--- config.mk ---
export PLATFORM = sky130hd
export DESIGN_NAME = hamming_secded_128_check_correct
export DESIGN_NICKNAME = d
export VERILOG_FILES = /design/src/hw/rtl/hsc128_pkg.sv /design/src/hw/rtl/hamming_secded_128_check_correct.sv
export SDC_FILE = /design/constraint.sdc
export NUM_CORES = 1
export LEC_CHECK = 0
export BUFFER_PORTS_ARGS = -buffer_cell sky130_fd_sc_hd__buf_2
export CAP_MARGIN = 5
export CORE_MARGIN = 2
export CORE_UTILIZATION = 42
export CTS_CLUSTER_SIZE = 14
export DETAILED_ROUTE_END_ITERATION = 7
export PLACE_DENSITY = 0.69
export SLEW_MARGIN = 20
export SYNTH_ARGS = -nofsm -noshare
export SYNTH_HDL_FRONTEND = slang
export SYNTH_SLANG_ARGS = --single-unit
--- constraint.sdc ---
create_clock -name clk -period 3.4 [get_ports clk]
set_input_delay 0 -clock clk [delete_from_list [all_inputs] [get_ports clk]]
set_output_delay 0 -clock clk [all_outputs]
set_load 0.01 [all_outputs]
--- src/hw/rtl/hsc128_pkg.sv ---
package hsc128_pkg;

  localparam int unsigned GROUPS      = 7;
  localparam int unsigned ENTRY_W     = 128;
  localparam int unsigned SLICE_W     = 16;
  localparam int unsigned SLICES      = ENTRY_W / SLICE_W;
  // Data bits from this index up sit above the ECC byte and are shifted past it.
  localparam logic [7:0]  ECC_SKIP_AT = 8'd24;
  localparam logic [7:0]  ECC_BYTE_W  = 8'd8;
  // Check-bit positions map downward from word-0 bit 31.
  localparam logic [6:0]  CHECK_TOP   = 7'd32;

  // Group masks over the whole entry, word 3 in the top bits down to word 0.
  localparam logic [ENTRY_W-1:0] GRP_MASK [GROUPS] = '{
    128'hAAAAAAAA_AAAAAAAB_55555556_80AAAD5B,
    128'hCCCCCCCC_CCCCCCCD_9999999B_4033366D,
    128'hF0F0F0F0_F0F0F0F1_E1E1E1E3_20C3C78E,
    128'hFF00FF00_FF00FF01_FE01FE03_10FC07F0,
    128'hFFFF0000_FFFF0001_FFFE0003_08FFF800,
    128'hFFFFFFFF_00000001_FFFFFFFC_04000000,
    128'hFFFFFFFF_FFFFFFFE_00000000_02000000
  };

  typedef enum logic {
    ACT_COMPUTE = 1'b0,
    ACT_CORRECT = 1'b1
  } action_t;

  typedef struct packed {
    action_t     action;
    logic [63:0] entry_low;
    logic [63:0] entry_high;
    logic [6:0]  syndrome_in;
  } in_t;

  typedef struct packed {
    logic [63:0] result_low;
    logic [63:0] result_high;
    logic [6:0]  check_bits;
    logic        overall_parity;
    logic [6:0]  flipped_bit;
    logic        did_flip;
  } out_t;

  // Number of significant bits in a 7-bit value.
  function automatic logic [2:0] bit_len(input logic [6:0] v);
    logic [2:0] n;
    n = 3'd0;
    for (int i = 0; i < 7; i++) begin
      if (v[i]) n = 3'(i + 1);
    end
    return n;
  endfunction

endpackage

--- src/hw/rtl/hamming_secded_128_check_correct.sv ---
// SEC-DED check and correct for one 128-bit entry (four 32-bit words, with
// the ECC byte in bits 31..24 of word 0).
// Input channel: item is taken at a rising edge where start is high and busy
// is low. busy is always low, so a beat can be issued on every cycle.
// item.action selects compute mode (seven group parities plus the overall
// parity of all 128 bits) or correct mode (a nonzero syndrome_in is mapped to
// an entry bit, a data bit or a check bit, which is flipped and reported).
// Result channel: result is valid for exactly one cycle while done is high.
// Throughput is one beat per cycle; the three register stages (partial
// parities and position decode, parity reduction and index mapping, bit
// flip) each hold a different beat, and done rises as the last one loads.
// Reset clears the stage valid bits, dropping any beats in flight; nothing
// else needs clearing. The receiver has no way to stall, so results are
// never held and nothing backs up into the pipeline.
module hamming_secded_128_check_correct (
  input  logic             clk,
  input  logic             rst,
  input  logic             start,
  output logic             busy,
  input  hsc128_pkg::in_t  item,
  output logic             done,
  output hsc128_pkg::out_t result
);
  import hsc128_pkg::*;

  // Stage 1: entry slices and syndrome position.
  logic                     v1;
  in_t                      s1_item;
  logic [GROUPS-1:0][SLICES-1:0] s1_part;
  logic [SLICES-1:0]        s1_opart;
  logic [6:0]               s1_h;
  logic [2:0]               s1_len;
  logic                     s1_pow2;

  // Stage 2: final parities and flip index.
  logic                     v2;
  in_t                      s2_item;
  logic [6:0]               s2_chk;
  logic                     s2_ovr;
  logic [6:0]               s2_d;
  logic                     s2_did;

  logic [ENTRY_W-1:0]       entry;
  logic [GROUPS-1:0][SLICES-1:0] part_next;
  logic [SLICES-1:0]        opart_next;
  logic [6:0]               h_next;
  logic [6:0]               chk_next;
  logic [7:0]               dsum;
  logic [7:0]               dadj;
  logic [6:0]               d_next;
  logic [ENTRY_W-1:0]       s2_entry;
  logic [ENTRY_W-1:0]       flip_mask;
  logic [ENTRY_W-1:0]       fixed;
  out_t                     result_next;

  assign busy  = 1'b0;
  assign entry = {item.entry_high, item.entry_low};

  always_comb begin
    for (int g = 0; g < GROUPS; g++) begin
      for (int k = 0; k < SLICES; k++) begin
        part_next[g][k] = ^(entry[k*SLICE_W +: SLICE_W] & GRP_MASK[g][k*SLICE_W +: SLICE_W]);
      end
    end
    for (int k = 0; k < SLICES; k++) begin
      opart_next[k] = ^entry[k*SLICE_W +: SLICE_W];
    end
    // Group 1 sits in syndrome bit 6 but is the lowest bit of the position.
    for (int i = 0; i < 7; i++) begin
      h_next[i] = item.syndrome_in[6-i];
    end
  end

  always_ff @(posedge clk) begin
    if (rst) begin
      v1 <= 1'b0;
    end else begin
      v1 <= start && !busy;
    end
    s1_item  <= item;
    s1_part  <= part_next;
    s1_opart <= opart_next;
    s1_h     <= h_next;
    s1_len   <= bit_len(h_next);
    s1_pow2  <= ((h_next & (h_next - 7'd1)) == 7'd0);
  end

  always_comb begin
    for (int g = 0; g < GROUPS; g++) begin
      chk_next[6-g] = ^s1_part[g];
    end
    dsum = {1'b0, s1_h} - {5'd0, s1_len} - 8'd1;
    dadj = (dsum >= ECC_SKIP_AT) ? dsum + ECC_BYTE_W : dsum;
    if (s1_pow2) begin
      d_next = CHECK_TOP - {4'd0, s1_len};
    end else begin
      d_next = dadj[6:0];
    end
  end

  always_ff @(posedge clk) begin
    if (rst) begin
      v2 <= 1'b0;
    end else begin
      v2 <= v1;
    end
    s2_item <= s1_item;
    s2_chk  <= (s1_item.action == ACT_COMPUTE) ? chk_next : 7'd0;
    s2_ovr  <= (s1_item.action == ACT_COMPUTE) ? ^s1_opart : 1'b0;
    s2_did  <= (s1_item.action == ACT_CORRECT) && (s1_h != 7'd0);
    s2_d    <= d_next;
  end

  always_comb begin
    s2_entry  = {s2_item.entry_high, s2_item.entry_low};
    flip_mask = s2_did ? (128'd1 << s2_d) : '0;
    fixed     = s2_entry ^ flip_mask;
    result_next.result_low     = fixed[63:0];
    result_next.result_high    = fixed[127:64];
    result_next.check_bits     = s2_chk;
    result_next.overall_parity = s2_ovr;
    result_next.flipped_bit    = s2_did ? s2_d : 7'd0;
    result_next.did_flip       = s2_did;
  end

  always_ff @(posedge clk) begin
    if (rst) begin
      done <= 1'b0;
    end else begin
      done <= v2;
    end
    result <= result_next;
  end

`ifndef SYNTHESIS
  a_latency: assert property (@(posedge clk) disable iff (rst)
    start && !busy |-> ##3 done)
    else $error("accepted beat did not reach the result port after three cycles");

  a_no_phantom: assert property (@(posedge clk) disable iff (rst)
    done |-> $past(start, 3))
    else $error("result strobe without an accepted beat");

  a_mode_excl: assert property (@(posedge clk) disable iff (rst)
    done && result.did_flip |-> result.check_bits == 7'd0 && !result.overall_parity)
    else $error("parity reported on a corrected beat");

  a_flip_zero: assert property (@(posedge clk) disable iff (rst)
    done && !result.did_flip |-> result.flipped_bit == 7'd0)
    else $error("flip index set without a flip");
`endif

endmodule
# ---- Word level (Yosys, flattened, before mapping)
# Index checks and enable logic that the tools add are counted.
dict set report word_totals {
  regBits 489
  latchBits 0
  mem_bits_rw 0
  romBits 0
  out_inout_bits 146
  elab_cells 111
  mem_count 0
}
dict set report classes {
  addsub 5
  n_mul 0
  div_mod_pow 0
  magnitude_cmp 1
  eq_ne 0
  shifts 1
  mux 9
  bitwise_logic 2
  n_reduce_logical 62
}
# cell count
set op_table {}
lappend op_table {{$reduce_xor 16->1} 49}
lappend op_table {{$mux 128} 1}
lappend op_table {{$shl 1x7->128 const A} 1}
lappend op_table {{$xor 128x128->128} 1}
lappend op_table {{$reduce_xor 8->1} 8}
lappend op_table {{$mux 7} 2}
lappend op_table {{$ge 8x5->1 const B} 1}
lappend op_table {{$mux 2} 4}
lappend op_table {{$sub 7x3->8} 1}
lappend op_table {{$sub 8x1->8 const B} 1}
lappend op_table {{$add 7x4->7 const B} 1}
lappend op_table {{$and 7x7->7} 1}
lappend op_table {{$logic_not 7->1} 1}
lappend op_table {{$reduce_bool 7->1} 1}
lappend op_table {{$sub 6x3->7 const A} 1}
lappend op_table {{$sub 7x1->7 const B} 1}
lappend op_table {{$reduce_or 4->1} 1}
lappend op_table {{$mux 1} 2}
lappend op_table {{$reduce_or 2->1} 1}
lappend op_table {{$logic_and 1x1->1} 1}

# ---- Depth between registers and ports, before layout
dict set report depth {
  depth_word 6
  mapped_depth 10
  mapped_depth_nobuf 10
}

# ---- Least setup slack after synthesis
# No wires, ideal clock.
dict set report synth_timing {
  path_kind {register -> register}
  start {register s1_len[0]}
  end {register s2_d[4]}
  setup_time_ns 0.136
  arrival_ns 2.268
  required_time_ns 3.264
  path_slack_ns 0.996
  path_stages_with_launch 11
  n_path_buf 0
  path_cell_list {dfxtp_1 -> inv_1 -> ha_1 -> fa_1 -> a21oi_1 -> nor2b_1 -> xor2_1 -> ha_1 -> a31oi_1 -> o311a_2 -> a221oi_1}
}
dict set report synth_via {
  elab_chain_len 5
  elab_cells_between_ends 7
  cone_classes {add/sub (4); order compare (1); mux (2)}
}
# item line_no
set synth_lines {}
lappend synth_lines {{start: declaration} hamming_secded_128_check_correct.sv:32} ;# logic [2:0] s1_len;
lappend synth_lines {{start signal: assignment} hamming_secded_128_check_correct.sv:84} ;# s1_len <= bit_len(h_next);
lappend synth_lines {{$sub 7x3->8} hamming_secded_128_check_correct.sv:92} ;# dsum = {1'b0, s1_h} - {5'd0, s1_len} - 8'd1;
lappend synth_lines {{$sub 8x1->8} hamming_secded_128_check_correct.sv:92}
lappend synth_lines {{$add 7x4->7 or $ge 8x5->1 (tied branches)} hamming_secded_128_check_correct.sv:93} ;# dadj = (dsum >= ECC_SKIP_AT) ? dsum + ECC_BYTE_W : dsum;
lappend synth_lines {{$mux 7} hamming_secded_128_check_correct.sv:93}
lappend synth_lines {{$mux 7 (*)} hamming_secded_128_check_correct.sv:94} ;# if (s1_pow2) begin
lappend synth_lines {{named net d_next[4]} hamming_secded_128_check_correct.sv:50} ;# logic [6:0] d_next;
lappend synth_lines {{end signal: assignment} hamming_secded_128_check_correct.sv:111} ;# s2_d <= d_next;
lappend synth_lines {{end: declaration} hamming_secded_128_check_correct.sv:40} ;# logic [6:0] s2_d;
# The timed path passes the listed nets; every way through them passes the cells marked *.
# A chain may end at the register's enable or synchronous reset.

# ---- Worst setup path after layout
# Ends and elaborated chain as after synthesis.

==> metrics.md <==
| Metric | Value |
|---|---|
| Finished Core Util | 0.572 |
| Worst Hold Class | in -> reg |
| Vias in the first global route | between 9k and 10k |
| WL per Instance | 17.3 um |
| Area of the multi-input gates | around 0.005 mm^2 |
| Worst path required time | 3810 ps |
| Overflow after GRT | 0 |
| Row count | 68 |
| Worst rel slew slack | 0.333 |
| Final min period | approximately 2700 ps |
| Number of flops mapped to enable cells by yosys | 0 |
| Most frequent cells in the layout | 477 x dfxtp_1, 283 x buf_2, 265 x xnor2_1 |
| Hold Vio Cnt, Final | 0 |
| Die Y | roughly 190 um |
| Worst hold stages | 2 |
| Worst-path fanout max | 4 |
| Placed Cells | about 1.9k |
| IO Port Bufs | around 280 |
| Global-route wire length before repair | about 54000 um |
| Maximum number of pins on one net before global-route repair | 22 |
| #FFs+latches synth | roughly 480 |
| Worst Tran Pin Value | approximately 1000 ps |
| Top-area cell type share of the netlist area | 0.654 |
| Syn nets | between 1k and 1.5k |
| Post-Layout Cell Count | 2126 |
| Vias post-DR | approximately 9k |
| RD Place Congestion | 0.810 |
| Status | finished clean |
| Placed cell areas | ~0.017 mm^2 |
| Synth-to-layout area growth | 34.5% |
| Crit path launch type | register |
| Die W | between 150 and 200 um |
| Avg Cell Area, Syn | around 12 um^2 |
| Synthesized cell area | 0.0146 mm^2 |
| Leak | between 8 and 9 nW |
| Top_reg_cell synth | dfxtp_1 |
| Top cells by area, synth | dfxtp_1 65%, xnor2_1 16%, xor2_1 8.1% |
| Initial antenna violation count | 1 |
| TritonCTS buffer count | 47 |
| CTS tree | done |
| DR iter-0 viols | 289 |
| Peak VDD IR | just under 0.0004 V |
| # nets final | roughly 1.8k |
| Initial core utilization | 0.425 |
| Synth cell types | between 50 and 60 |
| Vias per inst | around 4.3 |
| Number of H-tree levels | 2 |
| Pwr Total | between 0.01 and 0.015 W |
| FMAX | 0.370 GHz |
| Cell area after layout | 0.0196 mm^2 |
| PwrDens | 748 mW/mm^2 |
| DPL Wire Length | between 20000 and 30000 um |
| Pre-antenna DRT Iters | 4 |
| Unrepaired setup endpoints after global routing | false |
| GRT Total Usage | 0.199 |
| Final slew viol count | 0 |
| Total I/O pin count | about 290 |
| Clock tree buffer depth | 3 |
| Commonest non-fill, non-tap cell in the layout | dfxtp_1 |
| Worst reg2reg path depth | 10 |
| DRT Wirelength | between 30000 and 40000 um |
| Critical path type | reg -> reg |
| Max-cap violations | 0 |
| Clk_lat worst skew | about 550 ps |
| Post-CTS setup buffers | 0 |
| Synthesis Warnings | 0 |
| Cell taking the most area after synthesis | dfxtp_1 |
| RR Startpoint | s1_len[0] |
| TritonCTS Sinks | about 480 |
| Final worst-path cycle share | 0.796 |
| Antenna Cells | 0 |
| FFs w/ async S/R, synth | 0 |
| Final Setup Violations | 0 |
| Sequential cell area | 0.00955 mm^2 |
| WP data arrival | 3120 ps |
| CP Capture Type | register |
| Fill cell instance count of the final layout | between 2k and 3k |
| Final setup TNS | 0 ps |
| Sequential area share after synthesis | 0.654 |
| Share of cells above drive strength 1 | 0.229 |
| Drt drc | 0 |
| Core Area | around 0.034 mm^2 |
| Hold Startpoint | item[135] |
| CP startpoint | s1_len[0] |
| Clk slew on worst S/H paths | 60 ps |
| ANT nets after route | 0 |
| DIE AREA | 0.0363 mm^2 |
| Clk Tree Root Cell | clkbuf_16 |
| Syn Inst Count | around 1.2k |
| Worst Skew | approximately 12 ps |
[worst paths after layout]
path | end | slack, ps
setup reg to reg | s2_d[4] | 690
setup / recovery | s2_d[4] | 690
hold reg to reg | s2_entry[97] | 320
hold / removal | s1_item[135] | 110
[cell usage after synthesis (all sizes together) (2+ instances only)]
cell type / n
a211oi: 2
a21o: 2
a21oi: 5
a311oi: 2
a31oi: 2
and2: 8
buf: 2
clkbuf: 18
dfxtp: 477
ha: 6
inv: 8
mux2: 2
nand2: 69
nand2b: 11
nand3: 7
nor2: 100
nor2b: 8
nor3: 13
nor3b: 2
nor4: 3
o21ai: 2
o311a: 2
o32ai: 2
or2: 4
or3: 4
xnor2: 265
xor2: 136
[metrics by stage]
stage	setup WS [ps]	hold slack, ps
floorplan	996	27.7
CTS	734	87.7
global route	459	94.6
detailed placement	758	105
finish	695	114
global placement	871	106
[logic make-up (layout without fill, tap and decap cells)]
logic type	Yosys count	in the layout	share of synthesized area
AO/OA/AOI/OAI	31	31	0.0184
XOR/XNOR	401	401	0.241
adder cells (fa/ha/maj)	8	8	0.00720
buffers and inverters	28	518	0.00754
flip-flops	477	477	0.654
multiplexers	2	2	0.00154
other	1	1	0.000257
AND/OR/NAND/NOR	233	233	0.0702
[flip-flops by register name (all words and copies together) (netlist names), 3 cells and up]
signal    flops
result      144
s1_h          7
s1_item     129
s1_len        3
s1_opart      7
s1_part      39
s2_chk        7
s2_d          7
s2_entry    128
[power by group]
group	switching, W	internal [W]
clock	0.00210	0.00349
sequential	0.000302	0.00623
combinational	0.00134	0.00123
[routing by layer]
metal	vias to the layer above	track usage	wire [um]
met3	65	0.0361	1890
li1	4590	-	-
met1	4274	0.254	16400
met2	286	0.337	17400
met4	0	0.0742	1090
met5	-	0	0
[area by class of cell]
type | instances | share of cell area
clock buffer | 65 | 0.0716
tap | 455 | 0.0290
clock inverter | 18 | 0.0155
timing repair buffer | 427 | 0.145
multi-input combinational | 676 | 0.252
sequential | 477 | 0.486
inverter | 8 | 0.00153
[critical path: stages (launching register included)]
cell and delay, ps:
dfxtp_1 320, inv_1 70, ha_1 230, fa_1 440, a21oi_1 300, nor2b_1 200
xor2_1 310, ha_1 290, a31oi_1 160, o311a_2 200, a221oi_1 50
[what timing repair did]
action,4_1_cts,5_1_grt
gates resized for setup,0,0
hold buffers,138,0
hold endpoints to repair,184,0
Power figures use the tool's default switching activity.
